**config.mk**
```make
export PLATFORM = sky130hd
export DESIGN_NAME = postfix_expression_evaluator_top
export DESIGN_NICKNAME = d
export VERILOG_FILES = /design/src/hdl/pfx_pkg.sv /design/src/hdl/postfix_expression_evaluator_top.sv /design/src/hdl/pfx_div.sv /design/src/hdl/pfx_dp.sv /design/src/hdl/pfx_ctrl.sv
export SDC_FILE = /design/constraint.sdc
export NUM_CORES = 2
export LEC_CHECK = 0
export BUFFER_PORTS_ARGS = -buffer_cell sky130_fd_sc_hd__buf_2
export CAP_MARGIN = 0
export CORE_ASPECT_RATIO = 1.4
export CORE_UTILIZATION = 36
export CTS_CLUSTER_DIAMETER = 40
export DETAILED_ROUTE_END_ITERATION = 7
export PLACE_DENSITY_LB_ADDON = 0.25
export SYNTH_ARGS = -nofsm -noshare
export SYNTH_HDL_FRONTEND = slang
export SYNTH_SLANG_ARGS = --single-unit
```
**constraint.sdc**
```tcl
create_clock -name clk -period 19.4 [get_ports clk]
set_clock_uncertainty 0.1 [all_clocks]
set_input_delay 3.88 -clock clk [delete_from_list [all_inputs] [get_ports clk]]
set_output_delay 3.88 -clock clk [all_outputs]
set_load 0.1 [all_outputs]
```
**src/hdl/pfx_pkg.sv**
```systemverilog
// shared types, constants and codes of the postfix expression evaluator
package pfx_pkg;

  localparam int DATA_W      = 32;
  localparam int SYM_W       = 8;
  localparam int STACK_DEPTH = 16;
  localparam int PTR_W       = $clog2(STACK_DEPTH);
  localparam int CNT_W       = $clog2(STACK_DEPTH + 1);
  localparam int DIV_CNT_W   = $clog2(DATA_W);
  localparam int STATUS_W    = 3;
  localparam int OUT_DATA_W  = ((DATA_W + STATUS_W + 7) / 8) * 8;
  localparam int OUT_PAD_W   = OUT_DATA_W - DATA_W - STATUS_W;

  // character codes
  localparam logic [SYM_W-1:0] SYM_ADD  = 8'h2B;
  localparam logic [SYM_W-1:0] SYM_SUB  = 8'h2D;
  localparam logic [SYM_W-1:0] SYM_MUL  = 8'h2A;
  localparam logic [SYM_W-1:0] SYM_DIV  = 8'h2F;
  localparam logic [SYM_W-1:0] SYM_POW  = 8'h5E;
  localparam logic [SYM_W-1:0] SYM_LPAR = 8'h28;
  localparam logic [SYM_W-1:0] SYM_RPAR = 8'h29;
  localparam logic [SYM_W-1:0] SYM_ZERO = 8'h30;

  typedef enum logic [STATUS_W-1:0] {
    ST_OK          = 3'd0,
    ST_UNDERFLOW   = 3'd1,
    ST_OVERFLOW    = 3'd2,
    ST_DIVZERO     = 3'd3,
    ST_UNSUPPORTED = 3'd4
  } pfx_status_t;

  typedef enum logic [2:0] {
    OP_PUSH,
    OP_ADD,
    OP_SUB,
    OP_MUL,
    OP_DIV,
    OP_BAD
  } pfx_op_t;

  typedef enum logic [3:0] {
    S_IDLE,
    S_POP_RHS,
    S_POP_LHS,
    S_CAP_LHS,
    S_EXEC,
    S_DIV,
    S_PUSH,
    S_REPORT_RD,
    S_REPORT
  } pfx_state_t;

  // controller to datapath
  typedef struct packed {
    logic accept;
    logic pop;
    logic cap_rhs;
    logic cap_lhs;
    logic exec;
    logic div_start;
    logic div_take;
    logic push;
    logic rd_top;
    logic report;
  } pfx_cmd_t;

  // datapath to controller
  typedef struct packed {
    pfx_op_t new_op;
    pfx_op_t op;
    logic    last;
    logic    rhs_zero;
    logic    div_done;
    logic    out_free;
  } pfx_sts_t;

endpackage

```
**src/hdl/postfix_expression_evaluator_top.sv**
```systemverilog
// top level of the postfix expression evaluator
//
// channel | direction | tdata fields (lsb up)                  | tuser | tlast
// in_     | slave     | symbol[7:0]                            | -     | last character
// out_    | master    | value[31:0], status[34:32], zeros[39:35] | -     | -
//
// one character at a time; an operand goes through push, + - * and unsupported through
// two pops, lhs capture, exec and push; / with a nonzero divisor also waits on the 32-step
// restoring divider; a character marked last adds a read of the top of the stack and a report
// reset: rst_n synchronous active low, empties the stack and clears the status
// the result register lets the next character in while a result waits; a character
// marked last holds in its report step until the result register is free
module postfix_expression_evaluator_top
  import pfx_pkg::*;
(
  input  logic                  clk,
  input  logic                  rst_n,
  // input transactions
  input  logic                  in_tvalid,
  output logic                  in_tready,
  input  logic [SYM_W-1:0]      in_tdata,   // symbol[7:0]
  input  logic                  in_tlast,
  // result transactions
  output logic                  out_tvalid,
  input  logic                  out_tready,
  output logic [OUT_DATA_W-1:0] out_tdata   // value[31:0], status[34:32], zero pad
);

  pfx_cmd_t    cmd;
  pfx_sts_t    sts;
  logic [DATA_W-1:0] out_value;
  pfx_status_t out_status;

  // sequencing of one character
  pfx_ctrl u_ctrl (
    .clk      (clk),
    .rst_n    (rst_n),
    .in_valid (in_tvalid),
    .in_ready (in_tready),
    .sts      (sts),
    .cmd      (cmd)
  );

  // stack, alu, divider and result register
  pfx_dp u_dp (
    .clk        (clk),
    .rst_n      (rst_n),
    .cmd        (cmd),
    .sts        (sts),
    .in_symbol  (in_tdata),
    .in_last    (in_tlast),
    .out_valid  (out_tvalid),
    .out_ready  (out_tready),
    .out_value  (out_value),
    .out_status (out_status)
  );

  assign out_tdata = {{OUT_PAD_W{1'b0}}, out_status, out_value};

endmodule

```
**src/hdl/pfx_div.sv**
```systemverilog
// signed 32-bit divider, restoring, one quotient bit per cycle, truncates toward zero
module pfx_div
  import pfx_pkg::*;
(
  input  logic              clk,
  input  logic              rst_n,
  input  logic              start,
  input  logic [DATA_W-1:0] dividend,
  input  logic [DATA_W-1:0] divisor,
  output logic              done,
  output logic [DATA_W-1:0] quotient
);

  logic [DATA_W:0]    rem_r;
  logic [DATA_W-1:0]  quo_r;
  logic [DATA_W-1:0]  dvs_r;
  logic               neg_r;
  logic               busy_r;
  logic               done_r;
  logic [DIV_CNT_W-1:0] cnt_r;

  logic [DATA_W:0]    rem_sh;
  logic [DATA_W:0]    diff;

  assign rem_sh = {rem_r[DATA_W-1:0], quo_r[DATA_W-1]};
  assign diff   = rem_sh - {1'b0, dvs_r};

  always_ff @(posedge clk) begin
    if (!rst_n) begin
      busy_r <= 1'b0;
      done_r <= 1'b0;
      cnt_r  <= '0;
    end else begin
      done_r <= 1'b0;
      if (start) begin
        busy_r <= 1'b1;
        cnt_r  <= '0;
      end else if (busy_r) begin
        if (cnt_r == DIV_CNT_W'(DATA_W - 1)) begin
          busy_r <= 1'b0;
          done_r <= 1'b1;
        end
        cnt_r <= cnt_r + DIV_CNT_W'(1);
      end
    end
  end

  // magnitudes at start, then shift-subtract
  always_ff @(posedge clk) begin
    if (start) begin
      rem_r <= '0;
      quo_r <= dividend[DATA_W-1] ? (~dividend + DATA_W'(1)) : dividend;
      dvs_r <= divisor[DATA_W-1] ? (~divisor + DATA_W'(1)) : divisor;
      neg_r <= dividend[DATA_W-1] ^ divisor[DATA_W-1];
    end else if (busy_r) begin
      if (!diff[DATA_W]) begin
        rem_r <= diff;
        quo_r <= {quo_r[DATA_W-2:0], 1'b1};
      end else begin
        rem_r <= rem_sh;
        quo_r <= {quo_r[DATA_W-2:0], 1'b0};
      end
    end
  end

  assign done     = done_r;
  assign quotient = neg_r ? (~quo_r + DATA_W'(1)) : quo_r;

endmodule

```
**src/hdl/pfx_dp.sv**
```systemverilog
// datapath: operand stack memory, stack count, sticky status, alu, divider, result register
module pfx_dp
  import pfx_pkg::*;
(
  input  logic              clk,
  input  logic              rst_n,
  input  pfx_cmd_t          cmd,
  output pfx_sts_t          sts,
  input  logic [SYM_W-1:0]  in_symbol,
  input  logic              in_last,
  output logic              out_valid,
  input  logic              out_ready,
  output logic [DATA_W-1:0] out_value,
  output pfx_status_t       out_status
);

  logic [DATA_W-1:0] mem [STACK_DEPTH];
  logic [DATA_W-1:0] rd_data_r;

  logic [CNT_W-1:0]  count_r, count_nxt;
  pfx_status_t       err_r, err_nxt;
  logic              empty_r, empty_nxt;
  logic              last_r;
  pfx_op_t           op_r;
  pfx_op_t           dec_op;
  logic [SYM_W-1:0]  sym_r;
  logic [DATA_W-1:0] rhs_r, rhs_nxt;
  logic [DATA_W-1:0] lhs_r, lhs_nxt;
  logic [DATA_W-1:0] res_r, res_nxt;
  logic              out_valid_r, out_valid_nxt;
  logic [DATA_W-1:0] out_value_r, out_value_nxt;
  pfx_status_t       out_status_r, out_status_nxt;

  logic [CNT_W-1:0]  top_idx;
  logic              rd_en;
  logic              wr_en;
  logic [DATA_W-1:0] wr_data;
  logic [DATA_W-1:0] product;
  logic              div_done;
  logic [DATA_W-1:0] div_quo;

  assign top_idx = count_r - CNT_W'(1);
  assign product = lhs_r * rhs_r;

  always_comb begin
    unique case (in_symbol) inside
      SYM_ADD:                    dec_op = OP_ADD;
      SYM_SUB:                    dec_op = OP_SUB;
      SYM_MUL:                    dec_op = OP_MUL;
      SYM_DIV:                    dec_op = OP_DIV;
      SYM_POW, SYM_LPAR, SYM_RPAR: dec_op = OP_BAD;
      default:                    dec_op = OP_PUSH;
    endcase
  end

  pfx_div u_div (
    .clk      (clk),
    .rst_n    (rst_n),
    .start    (cmd.div_start),
    .dividend (lhs_r),
    .divisor  (rhs_r),
    .done     (div_done),
    .quotient (div_quo)
  );

  always_comb begin
    count_nxt      = count_r;
    err_nxt        = err_r;
    empty_nxt      = empty_r;
    rhs_nxt        = rhs_r;
    lhs_nxt        = lhs_r;
    res_nxt        = res_r;
    out_valid_nxt  = out_valid_r & ~out_ready;
    out_value_nxt  = out_value_r;
    out_status_nxt = out_status_r;
    rd_en          = 1'b0;
    wr_en          = 1'b0;
    wr_data        = (op_r == OP_PUSH) ? ({{(DATA_W-SYM_W){1'b0}}, sym_r} -
                                          {{(DATA_W-SYM_W){1'b0}}, SYM_ZERO})
                                       : res_r;

    if (cmd.pop) begin
      if (count_r == '0) begin
        empty_nxt = 1'b1;
        if (err_r == ST_OK) err_nxt = ST_UNDERFLOW;
      end else begin
        empty_nxt = 1'b0;
        rd_en     = 1'b1;
        count_nxt = top_idx;
      end
    end

    // an empty pop reads as all ones
    if (cmd.cap_rhs) rhs_nxt = empty_r ? '1 : rd_data_r;
    if (cmd.cap_lhs) lhs_nxt = empty_r ? '1 : rd_data_r;

    if (cmd.exec) begin
      case (op_r)
        OP_ADD: res_nxt = lhs_r + rhs_r;
        OP_SUB: res_nxt = lhs_r - rhs_r;
        OP_MUL: res_nxt = product;
        OP_DIV: begin
          res_nxt = '0;
          if (rhs_r == '0 && err_r == ST_OK) err_nxt = ST_DIVZERO;
        end
        OP_BAD: begin
          res_nxt = '0;
          if (err_r == ST_OK) err_nxt = ST_UNSUPPORTED;
        end
        default: res_nxt = res_r;
      endcase
    end

    if (cmd.div_take) res_nxt = div_quo;

    if (cmd.push) begin
      if (count_r >= CNT_W'(STACK_DEPTH)) begin
        if (err_r == ST_OK) err_nxt = ST_OVERFLOW;
      end else begin
        wr_en     = 1'b1;
        count_nxt = count_r + CNT_W'(1);
      end
    end

    if (cmd.rd_top) rd_en = (count_r != '0);

    if (cmd.report) begin
      out_valid_nxt = 1'b1;
      if (count_r == '0) begin
        out_value_nxt  = '0;
        out_status_nxt = (err_r == ST_OK) ? ST_UNDERFLOW : err_r;
      end else begin
        out_value_nxt  = rd_data_r;
        out_status_nxt = err_r;
      end
      count_nxt = '0;
      err_nxt   = ST_OK;
    end
  end

  always_ff @(posedge clk) begin
    if (!rst_n) begin
      count_r     <= '0;
      err_r       <= ST_OK;
      empty_r     <= 1'b0;
      last_r      <= 1'b0;
      op_r        <= OP_PUSH;
      out_valid_r <= 1'b0;
    end else begin
      count_r     <= count_nxt;
      err_r       <= err_nxt;
      empty_r     <= empty_nxt;
      out_valid_r <= out_valid_nxt;
      if (cmd.accept) begin
        last_r <= in_last;
        op_r   <= dec_op;
      end
    end
  end

  always_ff @(posedge clk) begin
    if (cmd.accept) sym_r <= in_symbol;
    rhs_r        <= rhs_nxt;
    lhs_r        <= lhs_nxt;
    res_r        <= res_nxt;
    out_value_r  <= out_value_nxt;
    out_status_r <= out_status_nxt;
  end

  // operand stack
  always_ff @(posedge clk) begin
    if (wr_en) mem[count_r[PTR_W-1:0]] <= wr_data;
    if (rd_en) rd_data_r <= mem[top_idx[PTR_W-1:0]];
  end

  assign sts.new_op   = dec_op;
  assign sts.op       = op_r;
  assign sts.last     = last_r;
  assign sts.rhs_zero = (rhs_r == '0);
  assign sts.div_done = div_done;
  assign sts.out_free = ~out_valid_r | out_ready;

  assign out_valid  = out_valid_r;
  assign out_value  = out_value_r;
  assign out_status = out_status_r;

endmodule

```
**src/hdl/pfx_ctrl.sv**
```systemverilog
// controller: sequences pops, alu work, division, push and report per character
module pfx_ctrl
  import pfx_pkg::*;
(
  input  logic     clk,
  input  logic     rst_n,
  input  logic     in_valid,
  output logic     in_ready,
  input  pfx_sts_t sts,
  output pfx_cmd_t cmd
);

  pfx_state_t state_r, state_nxt;

  always_ff @(posedge clk) begin
    if (!rst_n) state_r <= S_IDLE;
    else        state_r <= state_nxt;
  end

  always_comb begin
    state_nxt = state_r;
    unique case (state_r)
      S_IDLE: begin
        if (in_valid) state_nxt = (sts.new_op == OP_PUSH) ? S_PUSH : S_POP_RHS;
      end
      S_POP_RHS: state_nxt = S_POP_LHS;
      S_POP_LHS: state_nxt = S_CAP_LHS;
      S_CAP_LHS: state_nxt = S_EXEC;
      S_EXEC: begin
        state_nxt = (sts.op == OP_DIV && !sts.rhs_zero) ? S_DIV : S_PUSH;
      end
      S_DIV: begin
        if (sts.div_done) state_nxt = S_PUSH;
      end
      S_PUSH:      state_nxt = sts.last ? S_REPORT_RD : S_IDLE;
      S_REPORT_RD: state_nxt = S_REPORT;
      S_REPORT: begin
        if (sts.out_free) state_nxt = S_IDLE;
      end
      default: state_nxt = S_IDLE;
    endcase
  end

  always_comb begin
    cmd      = '0;
    in_ready = 1'b0;
    unique case (state_r)
      S_IDLE: begin
        in_ready   = 1'b1;
        cmd.accept = in_valid;
      end
      S_POP_RHS: cmd.pop = 1'b1;
      S_POP_LHS: begin
        cmd.cap_rhs = 1'b1;
        cmd.pop     = 1'b1;
      end
      S_CAP_LHS: cmd.cap_lhs = 1'b1;
      S_EXEC: begin
        cmd.exec      = 1'b1;
        cmd.div_start = (sts.op == OP_DIV) && !sts.rhs_zero;
      end
      S_DIV:       cmd.div_take = sts.div_done;
      S_PUSH:      cmd.push = 1'b1;
      S_REPORT_RD: cmd.rd_top = 1'b1;
      S_REPORT:    cmd.report = sts.out_free;
      default: ;
    endcase
  end

endmodule

```
==> qor.csv <==
metric,value,unit
Min-Delay Endpoint,u_dp.u_div.cnt_r[4],
critical path type,reg2reg,
initial antenna violation count,7,
Clock Path Buffers,3,
final max-slew violation count,0,
final instance area,58100,µm²
Num Clock Sinks,805,
crit path launch,u_dp.lhs_r[15],
global-route wire length before repair,223,mm
drt via density,5.28,
share of cells above drive strength 1,12.9,%
Reg2Reg Depth,24,
post-route insts no fill,6172,
Mean Syn Cell Area,12.5,µm²
total gr overflow,0,
Hold Path Class,reg2reg,
Post-Synth XOR/XNOR Area,4.32,%
ys async rst share,0,%
relative slew slack,27.0,%
clock transition at the registers of the reported paths,60,ps
die area,146000,µm²
num rows,164,
root buf cell,clkbuf_16,
fin crit period,8220,ps
die height,452,µm
complex-gate fraction of the synthesized area,6.41,%
CTS H-tree depth,3,
Most used DFF post-synth,edfxtp_1,
Final Wtd Congestion,0.930,
drt first-iter violations,2380,
CP required,19720,ps
core area,143000,µm²
Antenna Violating Nets Remaining,0,
I/O pins,55,
# resized after CTS,0,
"EDFF count, synth",748,
worst skew pair latency,730,ps
Max Clk Rate,0.122,GHz
Worst-Margin Slew,1090,ps
drt first pass iters,5,
largest family of logic cells by synthesized area,adder cells,
post-synthesis mux area share,7.58,%
largest net degree at the start of global routing,105,
Die X,324,µm
via count of the routed design,32600,
RSZ-0062 raised after global routing,false,
Synth Area in Adders,20.5,%
Gate Count Post-Synth,4176,
CTS Hold Bufs,0,
vias in the first global route,34800,
status,"complete, no violations",
register area share after synthesis,45.3,%
reg2reg start,u_dp.lhs_r[15],
Worst Setup End Kind,flop,
WP data arrival,8550,ps
Mapped Area,52100,µm²
Reg2Reg Setup Slack,11180,ps
synthesized flop and latch total,805,
Fin. Hold Viols,0,
Remaining DRCs,0,
Area after DPL,54700,µm²
crit start category,flop,
Hold Startpoint,u_dp.u_div.cnt_r[4],
CTS Buf Count,97,
post-DR wirelength/cell,24.1,µm
total wire length,149,mm
# nets final,4799,
Final setup viols,0,
Post-DP HPWL,101,mm
Initial Util,36.4,%
CTS tree,done,
Area contributors post-synth,"edfxtp_1 (43%), fa_1 (16%), mux4_2 (6.9%)",
port buffer count,49,
Synth area leader,edfxtp_1,
placed cells,5988,
post-CTS setup repair buffer count,0,
Post-Synth Simple-Gate Area,10.9,%
synth warn,0,
max capacitance violation total,0,
largest fanout on the critical path,21,
area grow syn2layout,11.4,%
Tot GR Track Use,20.7,%
final worst-path cycle share,42.4,%
Yosys cell types,78,
setup TNS,0,ps
Yosys top cell area share,43.1,%
Critical R2R Capture,u_dp.res_r[29],
Worst Hold Depth,2,
==> layout make-up <==
class / count / area [µm²]
inverters: 439 / 1650
diodes: 3 / 7.51
flip-flops and latches: 805 / 23600
clock inverters: 67 / 817
repair buffers: 142 / 956
well taps: 1909 / 2390
clock buffers: 114 / 2510
multi-input cells: 2693 / 26100
fillers: 13600 / 85200
==> state kept, by name (all words and copies together), names as in the netlist <==
name               count
u_dp.u_div.dvs_r      32
u_dp.lhs_r            32
u_dp.op_r              3
u_dp.err_r             3
u_dp.count_r           5
u_dp.rhs_r            32
u_dp.out_value        32
u_dp.out_status        3
u_dp.u_div.busy_r      1
u_dp.empty_r           1
u_dp.res_r            32
u_dp.out_valid         1
u_dp.u_div.rem_r      32
u_ctrl.state_r         4
u_dp.last_r            1
u_dp.mem             512
u_dp.sym_r             8
u_dp.rd_data_r        32
u_dp.u_div.quo_r      32
u_dp.u_div.neg_r       1
u_dp.u_div.done        1
u_dp.u_div.cnt_r       5
==> metal layers <==
| metal | wire length [µm] | GRT usage [%] | vias to the layer above |
|---|---|---|---|
| met5 | 13 | 0 | - |
| met1 | 55600 | 23.8 | 17000 |
| met4 | 7090 | 9.36 | 2 |
| met3 | 5760 | 1.93 | 316 |
| li1 | - | - | 14400 |
| met2 | 80100 | 38.4 | 896 |
==> synth_stat cells, drive strengths merged, types with 5 or more instances <==
master	number
o21a	18
or4	18
nor2	109
a211oi	18
nand4	12
inv	438
xnor2	141
o21bai	8
nand3	23
nand2	381
mux4	160
a31oi	11
buf	28
fa	410
and2	312
nand2b	33
a21oi	136
a21boi	7
o31ai	32
nor2b	59
and3	12
a221oi	19
nor4	11
clkbuf	215
nor3	47
o21ai	143
mux2	5
ha	198
xor2	116
or3	28
mux2i	29
dfxtp	57
a21o	67
o41ai	13
a211o	5
a22oi	5
or2	37
edfxtp	748
==> placed cells by master, fill, tap and decap left out, types with 11 or more instances in the layout <==
cell        count
a221oi_1       19
a21oi_1       136
mux2i_1        29
xor2_1        116
inv_1         436
o21ai_0       143
o41ai_1        12
clkinvlp_4     12
edfxtp_1      748
or4_1          15
xnor2_1       139
clkinv_2       12
dfxtp_1        55
nand4_1        11
ha_1          197
clkbuf_1       16
nor2_4         11
or3_1          27
a211oi_1       18
o21a_1         18
mux4_2        160
buf_2          49
nand2_1       380
and2_1        311
and3_1         11
fa_1          410
nor2b_1        58
nor3_1         40
a31oi_1        11
a21o_1         67
nand2b_1       33
buf_4          92
o31ai_1        32
nand3_1        22
or2_2          37
nor2_1         97
clkbuf_16      98
==> logic make-up after synthesis <==
| family | Yosys count |
|---|---|
| xor gates and xnor gates | 257 |
| other | 1 |
| adders and majority gates | 608 |
| and+or+nand+nor | 1103 |
| AOI/OAI and AO/OA | 526 |
| muxes | 194 |
| buffers and inverters | 682 |
| DFF | 805 |
==> stage by stage <==
step | hold slack [ps] | utilization [%] | setup WS (ps)
2_1_floorplan | 358 | - | 11830
5_1_grt | 454 | 40.5 | 10790
3_3_place_gp | 386 | 38.2 | 11230
3_5_place_dp | 400 | 38.2 | 11190
6_report | 403 | 40.5 | 11180
4_1_cts | 414 | 40.5 | 11160
==> worst max-delay path, cell delays in order, from the launching register on <==
cell and delay [ps]:
edfxtp_1 1000, and2_1 260, fa_1 420, inv_1 80, fa_1 420, fa_1 470, fa_1 550, inv_1 60
fa_1 500, inv_1 50, fa_1 540, inv_1 50, fa_1 500, fa_1 430, ha_1 380, nand3_1 140
nor2_1 200, nand4b_1 140, a21oi_1 330, nor3_1 100, or3_1 420, o21a_1 210, nor2b_1 180, nor4_1 80
a311o_1 360
==> worst max path at each step <==
stage | endpoint | depth (start not counted) | slack [ps]
2_1_floorplan | in_tready | 2 | 11830
3_3_place_gp | u_dp.res_r[29] | 20 | 11230
3_5_place_dp | u_dp.res_r[29] | 20 | 11190
4_1_cts | u_dp.res_r[29] | 20 | 11160
5_1_grt | u_dp.res_r[29] | 24 | 10790
6_report | u_dp.res_r[29] | 24 | 11180
Power is not shown: default switching activity piles up to over one toggle a cycle in this logic, so the estimate is an artifact.
